`src/rtl/sm4_pkg.sv`:
```
// sm4 shared types, constants and round functions
// used by sm4_ctrl, sm4_dpath and sm4_block_encrypt
`default_nettype none

package sm4_pkg;

    localparam int ROUND_COUNT = 32;
    localparam int RK_AW       = $clog2(ROUND_COUNT);

    localparam logic ACT_KEY_WRITE = 1'b0;
    localparam logic ACT_ENCRYPT   = 1'b1;

    typedef struct packed {
        logic              action;
        logic [RK_AW-1:0]  key_index;
        logic [31:0]       key_word;
        logic [63:0]       block_high;
        logic [63:0]       block_low;
    } t_in_word;

    typedef struct packed {
        logic [63:0] cipher_high;
        logic [63:0] cipher_low;
    } t_out_word;

    typedef enum logic [1:0] {
        ST_IDLE,
        ST_RUN,
        ST_FLUSH
    } t_state;

    typedef struct packed {
        logic             load;
        logic             round;
        logic             key_wr;
        logic             out_load;
        logic [RK_AW-1:0] rd_addr;
    } t_dp_cmd;

    localparam logic [7:0] SBOX [256] = '{
        8'hd6,8'h90,8'he9,8'hfe,8'hcc,8'he1,8'h3d,8'hb7,8'h16,8'hb6,8'h14,8'hc2,8'h28,8'hfb,8'h2c,8'h05,
        8'h2b,8'h67,8'h9a,8'h76,8'h2a,8'hbe,8'h04,8'hc3,8'haa,8'h44,8'h13,8'h26,8'h49,8'h86,8'h06,8'h99,
        8'h9c,8'h42,8'h50,8'hf4,8'h91,8'hef,8'h98,8'h7a,8'h33,8'h54,8'h0b,8'h43,8'hed,8'hcf,8'hac,8'h62,
        8'he4,8'hb3,8'h1c,8'ha9,8'hc9,8'h08,8'he8,8'h95,8'h80,8'hdf,8'h94,8'hfa,8'h75,8'h8f,8'h3f,8'ha6,
        8'h47,8'h07,8'ha7,8'hfc,8'hf3,8'h73,8'h17,8'hba,8'h83,8'h59,8'h3c,8'h19,8'he6,8'h85,8'h4f,8'ha8,
        8'h68,8'h6b,8'h81,8'hb2,8'h71,8'h64,8'hda,8'h8b,8'hf8,8'heb,8'h0f,8'h4b,8'h70,8'h56,8'h9d,8'h35,
        8'h1e,8'h24,8'h0e,8'h5e,8'h63,8'h58,8'hd1,8'ha2,8'h25,8'h22,8'h7c,8'h3b,8'h01,8'h21,8'h78,8'h87,
        8'hd4,8'h00,8'h46,8'h57,8'h9f,8'hd3,8'h27,8'h52,8'h4c,8'h36,8'h02,8'he7,8'ha0,8'hc4,8'hc8,8'h9e,
        8'hea,8'hbf,8'h8a,8'hd2,8'h40,8'hc7,8'h38,8'hb5,8'ha3,8'hf7,8'hf2,8'hce,8'hf9,8'h61,8'h15,8'ha1,
        8'he0,8'hae,8'h5d,8'ha4,8'h9b,8'h34,8'h1a,8'h55,8'had,8'h93,8'h32,8'h30,8'hf5,8'h8c,8'hb1,8'he3,
        8'h1d,8'hf6,8'he2,8'h2e,8'h82,8'h66,8'hca,8'h60,8'hc0,8'h29,8'h23,8'hab,8'h0d,8'h53,8'h4e,8'h6f,
        8'hd5,8'hdb,8'h37,8'h45,8'hde,8'hfd,8'h8e,8'h2f,8'h03,8'hff,8'h6a,8'h72,8'h6d,8'h6c,8'h5b,8'h51,
        8'h8d,8'h1b,8'haf,8'h92,8'hbb,8'hdd,8'hbc,8'h7f,8'h11,8'hd9,8'h5c,8'h41,8'h1f,8'h10,8'h5a,8'hd8,
        8'h0a,8'hc1,8'h31,8'h88,8'ha5,8'hcd,8'h7b,8'hbd,8'h2d,8'h74,8'hd0,8'h12,8'hb8,8'he5,8'hb4,8'hb0,
        8'h89,8'h69,8'h97,8'h4a,8'h0c,8'h96,8'h77,8'h7e,8'h65,8'hb9,8'hf1,8'h09,8'hc5,8'h6e,8'hc6,8'h84,
        8'h18,8'hf0,8'h7d,8'hec,8'h3a,8'hdc,8'h4d,8'h20,8'h79,8'hee,8'h5f,8'h3e,8'hd7,8'hcb,8'h39,8'h48
    };

    function automatic logic [31:0] tau(input logic [31:0] v);
        tau = {SBOX[v[31:24]], SBOX[v[23:16]], SBOX[v[15:8]], SBOX[v[7:0]]};
    endfunction

    function automatic logic [31:0] diffuse(input logic [31:0] b);
        diffuse = b
                ^ {b[29:0], b[31:30]}
                ^ {b[21:0], b[31:22]}
                ^ {b[13:0], b[31:14]}
                ^ {b[7:0],  b[31:8]};
    endfunction

endpackage

`default_nettype wire

```
`src/rtl/sm4_ctrl.sv`:
```
// sm4 controller: handshakes, round counter and datapath commands
// depends on sm4_pkg
`default_nettype none

module sm4_ctrl
    import sm4_pkg::*;
(
    input  wire logic    i_clk,
    input  wire logic    i_rst_n,
    input  wire logic    i_in_valid,
    input  wire logic    i_in_action,
    output logic         o_in_ready,
    output logic         o_out_valid,
    input  wire logic    i_out_ready,
    output t_dp_cmd      o_cmd
);

    t_state            r_state, n_state;
    logic [RK_AW-1:0]  r_round, n_round;
    logic              r_out_valid, n_out_valid;
    logic              accept;

    localparam logic [RK_AW-1:0] LAST_ROUND = RK_AW'(ROUND_COUNT - 1);

    always_ff @(posedge i_clk) begin
        if (!i_rst_n) begin
            r_state     <= ST_IDLE;
            r_round     <= '0;
            r_out_valid <= 1'b0;
        end else begin
            r_state     <= n_state;
            r_round     <= n_round;
            r_out_valid <= n_out_valid;
        end
    end

    assign o_in_ready  = (r_state == ST_IDLE);
    assign o_out_valid = r_out_valid;
    assign accept      = i_in_valid && o_in_ready;

    always_comb begin
        n_state        = r_state;
        n_round        = r_round;
        o_cmd          = '0;
        unique case (r_state)
            ST_IDLE: begin
                n_round = '0;
                if (accept && i_in_action == ACT_KEY_WRITE) begin
                    o_cmd.key_wr = 1'b1;
                end
                if (accept && i_in_action == ACT_ENCRYPT) begin
                    o_cmd.load = 1'b1;
                    n_state    = ST_RUN;
                end
            end
            ST_RUN: begin
                o_cmd.round   = 1'b1;
                o_cmd.rd_addr = r_round + 1'b1;
                n_round       = r_round + 1'b1;
                if (r_round == LAST_ROUND) begin
                    n_state = ST_FLUSH;
                end
            end
            ST_FLUSH: begin
                if (!r_out_valid || i_out_ready) begin
                    o_cmd.out_load = 1'b1;
                    n_state        = ST_IDLE;
                end
            end
            default: begin
                n_state = ST_IDLE;
            end
        endcase
    end

    always_comb begin
        n_out_valid = r_out_valid;
        if (o_cmd.out_load) begin
            n_out_valid = 1'b1;
        end else if (r_out_valid && i_out_ready) begin
            n_out_valid = 1'b0;
        end
    end

endmodule

`default_nettype wire

```
`src/rtl/sm4_dpath.sv`:
```
// sm4 datapath: round key store, state words and output register
// depends on sm4_pkg, driven by sm4_ctrl
`default_nettype none

module sm4_dpath
    import sm4_pkg::*;
(
    input  wire logic     i_clk,
    input  t_dp_cmd       i_cmd,
    input  t_in_word      i_in_word,
    output t_out_word     o_out_word
);

    logic [31:0] r_rk_mem [ROUND_COUNT];
    logic [31:0] r_rk;
    logic [31:0] r_x0, r_x1, r_x2, r_x3;
    t_out_word   r_out;
    logic [31:0] n_x3;

    always_ff @(posedge i_clk) begin
        if (i_cmd.key_wr) begin
            r_rk_mem[i_in_word.key_index] <= i_in_word.key_word;
        end
        r_rk <= r_rk_mem[i_cmd.rd_addr];
    end

    assign n_x3 = r_x0 ^ diffuse(tau(r_x1 ^ r_x2 ^ r_x3 ^ r_rk));

    always_ff @(posedge i_clk) begin
        if (i_cmd.load) begin
            r_x0 <= i_in_word.block_high[63:32];
            r_x1 <= i_in_word.block_high[31:0];
            r_x2 <= i_in_word.block_low[63:32];
            r_x3 <= i_in_word.block_low[31:0];
        end else if (i_cmd.round) begin
            r_x0 <= r_x1;
            r_x1 <= r_x2;
            r_x2 <= r_x3;
            r_x3 <= n_x3;
        end
        if (i_cmd.out_load) begin
            r_out.cipher_high <= {r_x3, r_x2};
            r_out.cipher_low  <= {r_x1, r_x0};
        end
    end

    assign o_out_word = r_out;

endmodule

`default_nettype wire

```
`src/rtl/sm4_block_encrypt.sv`:
```
// sm4 block encryption top: key write at one word per cycle while idle
// encrypt: the block is loaded, ST_RUN does one round per cycle, then ST_FLUSH loads the output register
// a new block is accepted only in ST_IDLE, as the single round unit is shared by all rounds
// output register lets a new word be accepted while a result waits
// reset clears control state only, round key store holds no reset value
`default_nettype none

module sm4_block_encrypt
    import sm4_pkg::*;
(
    input  wire logic     i_clk,
    input  wire logic     i_rst_n,
    input  wire logic     i_in_valid,
    output logic          o_in_ready,
    input  t_in_word      i_in_word,
    output logic          o_out_valid,
    input  wire logic     i_out_ready,
    output t_out_word     o_out_word
);

    t_dp_cmd cmd;

    sm4_ctrl u_ctrl (
        .i_clk       (i_clk),
        .i_rst_n     (i_rst_n),
        .i_in_valid  (i_in_valid),
        .i_in_action (i_in_word.action),
        .o_in_ready  (o_in_ready),
        .o_out_valid (o_out_valid),
        .i_out_ready (i_out_ready),
        .o_cmd       (cmd)
    );

    sm4_dpath u_dpath (
        .i_clk      (i_clk),
        .i_cmd      (cmd),
        .i_in_word  (i_in_word),
        .o_out_word (o_out_word)
    );

endmodule

`default_nettype wire
```
`config.mk`:
```
export PLATFORM = sky130hd
export DESIGN_NAME = sm4_block_encrypt
export DESIGN_NICKNAME = d
export VERILOG_FILES = /design/src/rtl/sm4_pkg.sv /design/src/rtl/sm4_ctrl.sv /design/src/rtl/sm4_dpath.sv /design/src/rtl/sm4_block_encrypt.sv
export SDC_FILE = /design/constraint.sdc
export NUM_CORES = 2
export LEC_CHECK = 0
export BUFFER_PORTS_ARGS = -buffer_cell sky130_fd_sc_hd__clkbuf_2
export CORE_ASPECT_RATIO = 2
export CORE_UTILIZATION = 50
export DETAILED_ROUTE_END_ITERATION = 10
export GPL_TIMING_DRIVEN = 0
export PLACE_DENSITY = 0.75
export SKIP_LAST_GASP = 1
export SLEW_MARGIN = 20
export SYNTH_ARGS = -nofsm -noshare
export SYNTH_HDL_FRONTEND = slang
export SYNTH_SLANG_ARGS = --single-unit
```
`constraint.sdc`:
```
create_clock -name i_clk -period 7.58 [get_ports i_clk]
set_input_delay 1.516 -clock i_clk [delete_from_list [all_inputs] [get_ports i_clk]]
set_output_delay 1.516 -clock i_clk [all_outputs]
set_load 0.05 [all_outputs]
```
==> summary.md, run 1 <==
| Metric | Value |
|---|---|
| Most frequent cell after synthesis | edfxtp_1 |
| Most frequent cells after synthesis | edfxtp_1 (1,280), nand2_1 (836), clkbuf_1 (340) |
| Number of synthesized register bits | between 1,000 and 1,500 |
| Post-synth ARST share | 0% |
| Setup bufs post-CTS | 0 |
| # IOs | 300 |
| GPL Wtd Cong | 1.14 |
| HPWL after DPL | 263,000 um |
| GR Util All Layers | 67.1% |
| Top post-synthesis cells by area | edfxtp_1 (59%), nand2_1 (4.8%), mux4_2 (3.3%), o221ai_1 (2.2%), a211oi_1 (2.2%) |
| Die Y | 513 um |
| Fail Step | global routing (5_1_grt) |
| Number of global-route vias before repair | roughly 69,000 |
| Root Driver | clkbuf_16 |
| Post-synth top area share | 58.8% |
| Initial core utilization | ~50% |
| Syn avg cell area | 12.0 um2 |
| Sequential share of the synthesized area | 60.1% |
| Netlist cell types | 94 |
| Post-synth EDFFs | 1,280 |
| Die width | 258 um |
| Num Clock Sinks | 1,320 |
| H-Tree Depth | 3 |
| Port bufs | between 200 and 300 |
| Synthesis Warnings | 0 |
| Grt ovf | 370 |
| Synth Instances | 5,450 |
| Log Error | [ERROR GRT-0116] Global routing finished with congestion. Check the congestion regions in the DRC Viewer. |
| Clock buffer depth | 3 |
| Row count | 187 |
| CTS Buf Count | 103 |
| Predominant post-synthesis flop cell | edfxtp_1 |
| First-pass GRT wire length | 622,000 um |
| Placed cells | 7,502 |
| Hold-fix buffers, CTS | 0 |
| Pin count of the biggest net entering global routing | 59 |
| Status | did not finish |
| Mapped cell area | 65,300 um2 |
| Cell taking the most area after synthesis | edfxtp_1 |
| Syn nets | 5,660 |
-- through the flow --
stage          instance area, um2  setup slack (ns)
2_1_floorplan               65300              1.88
4_1_cts                     74000          -0.00502
3_5_place_dp                70500            -0.462
3_3_place_gp                69000             -1.28
-- repair_timing --
| action | CTS |
|---|---|
| cloned | 0 |
| resized for setup | 2 |
| endpoints found under the setup margin | 10 |
-- logic make-up after synthesis --
| family | share of synthesized area, % |
|---|---|
| AO/OA/AOI/OAI | 17.4 |
| XOR/XNOR | 3.87 |
| adder cells (fa/ha/maj) | 0.766 |
| buffers and inverters | 3.46 |
| flip-flops | 60.1 |
| multiplexers | 4.66 |
| AND/OR/NAND/NOR | 9.79 |
-- per-layer routing --
layer | overflow | track usage (%)
met5 | 2 | 13.2
met1 | 0 | 64.4
met4 | 160 | 71.4
met3 | 11 | 44.4
met2 | 197 | 90.3
==> run 2, diff against run 1 <==
Settings changed: CORE_ASPECT_RATIO 2 to not set, CORE_UTILIZATION 50 to 35, PLACE_DENSITY 0.75 to not set, PLACE_DENSITY_LB_ADDON set to 0.15.
Clock period 7.58 ns to 9.9 ns, I/O delays scaled along.
==> run 2 against run 1 <==
  * The run now ends clean
  * Synthesized cell count stayed put
  * Area after synthesis stayed put
==> summary.md, run 2 <==
| Metric | Value |
|---|---|
| Clock buffer depth | 3 (unchanged) |
| Post-Route Setup TNS | 0 ns |
| GPL Wtd Cong | 0.999 (-13%) |
| First-pass GRT wire length | 442,000 um |
| Period utilisation layout | 82.5% |
| Most common cell after layout, fill and taps aside | edfxtp_1 |
| H-Tree Depth | 4 (+1) |
| Netlist cell types | 94 (unchanged) |
| CTS Buf Count | 144 (+40%) |
| Largest register FFs | between 1,000 and 1,500 |
| Most frequent cell after synthesis | edfxtp_1 |
| Max Slew Vio Count | 0 |
| Die Y | 434 um (-15%) |
| Post-synth EDFFs | 1,280 (unchanged) |
| First DRT Iteration DRCs | about 7,200 |
| Initial core utilization | 35.2% (-15 points) |
| Residual DRC | 0 |
| Number of synthesized register bits | 1,320 (unchanged) |
| Reg-to-reg slack, setup | 1.73 ns |
| TritonCTS clock tree | built |
| Die ar. | roughly 190,000 um2 |
| Largest fanout on the critical path | 13 |
| Die width | 434 um (+68%) |
| Routed WL | 327,000 um |
| Mapped cell area | 65,300 um2 (unchanged) |
| Number of max-cap violations | 0 |
| Core Util, Final | 41.0% |
| Share of cells above drive strength 1 | between 10% and 20% |
| Setup bufs post-CTS | 0 (unchanged) |
| Core outline area | approximately 190,000 um2 |
| First drt pass iteration count | 6 |
| Post-synth ARST share | 0% (unchanged) |
| Post-DRT Antenna Nets | 0 |
| GR Util All Layers | 34.1% |
| Clk_skew | 0.0523 ns |
| Grt ovf | 0 |
| Fill cells | 18,000 |
| Port bufs | 299 (unchanged) |
| Area added between synthesis and finish | 16.4% |
| Worst Hold Class | flip-flop to flip-flop |
| Initial antenna violation count | 31 |
| Cell taking the most area after synthesis | edfxtp_1 |
| RSZ-0062 raised after global routing | false |
| Number of global-route vias before repair | 51,300 |
| Hold-fix buffers, CTS | 0 (unchanged) |
| Predominant post-synthesis flop cell | edfxtp_1 |
| Nets | 6,159 |
| Synthesis Warnings | 0 (unchanged) |
| Clk_lat worst skew | 0.81 ns |
| Synth Instances | 5,450 (unchanged) |
| CTS clock-pin slew for the worst setup and hold paths | around 0.070 ns |
| Worst EP required | between 10 and 15 ns |
| Root Driver | clkbuf_16 |
| Fmax | between 100 and 150 MHz |
| Post-synth top area share | 58.8% (unchanged) |
| Sequential share of the synthesized area | 60.1% (unchanged) |
| Status | complete, no violations |
| Syn avg cell area | 12.0 um2 (unchanged) |
| Min Tclk post-route | 8.17 ns |
| Row count | 158 (-16%) |
| Setup-failing EPs final | 0 |
| HPWL after DPL | 239,000 um (-9.1%) |
| Syn nets | 5,660 (unchanged) |
| Worst slew pin tran | ~1.3 ns |
| Top post-synthesis cells by area | edfxtp_1 (59%), nand2_1 (4.8%), mux4_2 (3.3%), o221ai_1 (2.2%), a211oi_1 (2.2%) |
| # IOs | 300 (unchanged) |
| Most frequent cells after synthesis | edfxtp_1 (1,280), nand2_1 (836), clkbuf_1 (340) |
| CP Launch Type | flip-flop |
| Vias | 53,400 |
| Num Clock Sinks | 1,320 (unchanged) |
| Relative slew slack | roughly 15% |
| CP endpoint kind | flip-flop |
| Vias per cell | 6.25 |
| Post-CTS sizing | 0 (-2) |
| Largest Register | u_dpath.r_rk_mem |
| Most frequent cells in the layout | edfxtp_1 (1,280), nand2_1 (835), clkbuf_1 (369) |
| Routed wire length per instance | 38.2 um |
| CP arrival | just under 9 ns |
| Type of the worst setup path | flip-flop to flip-flop |
| Hold Vio Cnt, Final | 0 |
| Pin count of the biggest net entering global routing | 46 |
==> run 2: cell counts after synthesis <==
No cell type changed its count.
==> run 2: final timing paths <==
path	startpoint	depth (start not counted)	to
max	u_dpath.r_x2[0]	16	u_dpath.r_x3[3]
min	u_dpath.r_x0[1]	0	u_dpath.o_out_word[1]
max reg2reg	u_dpath.r_x2[0]	16	u_dpath.r_x3[3]
min reg2reg	u_dpath.r_x0[1]	0	u_dpath.o_out_word[1]
==> run 2: worst max-delay path: stages, from the launching register on <==
cell	delay, ns
edfxtp_1	0.43
xnor2_1	0.53
xnor2_1	0.39
clkbuf_1	0.68
clkbuf_1	0.73
ha_1	0.25
clkbuf_1	0.53
clkbuf_1	0.64
a21oi_1	0.15
a221oi_1	0.33
a211oi_1	0.11
o311ai_1	0.98
o311ai_4	0.48
xor2_1	0.54
xor2_1	0.72
xnor2_1	0.16
o21ai_1	0.29
==> run 2: kinds of logic (layout without fill, tap and decap cells) <==
kind of cell    Yosys count  in the layout  share of synthesized area [%]
compound gates         1635           1635                           17.4
xor+xnor                239            239                           3.87
fa+ha+maj                40             40                          0.766
buf+inv                 541           1158                           3.46
flops                  1320           1320                           60.1
mux                     181            181                           4.66
other cells               0              7                              0
simple gates           1494           1494                           9.79
==> run 2: area by class of cell <==
class / count / area (um2) / share of cell area [%]
Multi-Input combinational cell: 3589 / 24200 / 31.9
Inverter: 40 / 150 / 0.197
Tap cell: 2480 / 3100 / 4.08
Clock inverter: 71 / 758 / 0.997
Antenna cell: 7 / 17.5 / 0.0230
Sequential cell: 1320 / 39200 / 51.6
Timing Repair Buffer: 353 / 2600 / 3.42
Clock buffer: 193 / 3840 / 5.05
Buffer: 501 / 2130 / 2.80
==> run 2: metrics by stage <==
step                instance area [um2]  hold WS [ns]  worst slack [ns]  cells
floorplan                         65300         0.428              1.53   5450
global placement                  69900         0.457             -2.61   8229
detailed placement                71400         0.467              1.94   8283
CTS                               76000         0.475              1.91   8547
global route                      76100         0.492              1.94   8550
finish                            76100         0.472              1.73   8554
==> run 2: metal layers <==
layer  part of all wire [%]  vias to the layer above  global-route usage [%]  wire [um]
met5                  0.020                        -                       0         67
li1                       -                    22200                       -          -
met4                    4.7                        8                    13.9      15500
met3                    8.0                      600                    6.74      26300
met2                     46                     2989                    54.3     151000
met1                     41                    27600                    45.3     135000
Power of run 2 is left out: the tool's default activity adds up to more than one toggle a clock period on the data nets, which glitch-free logic cannot reach.
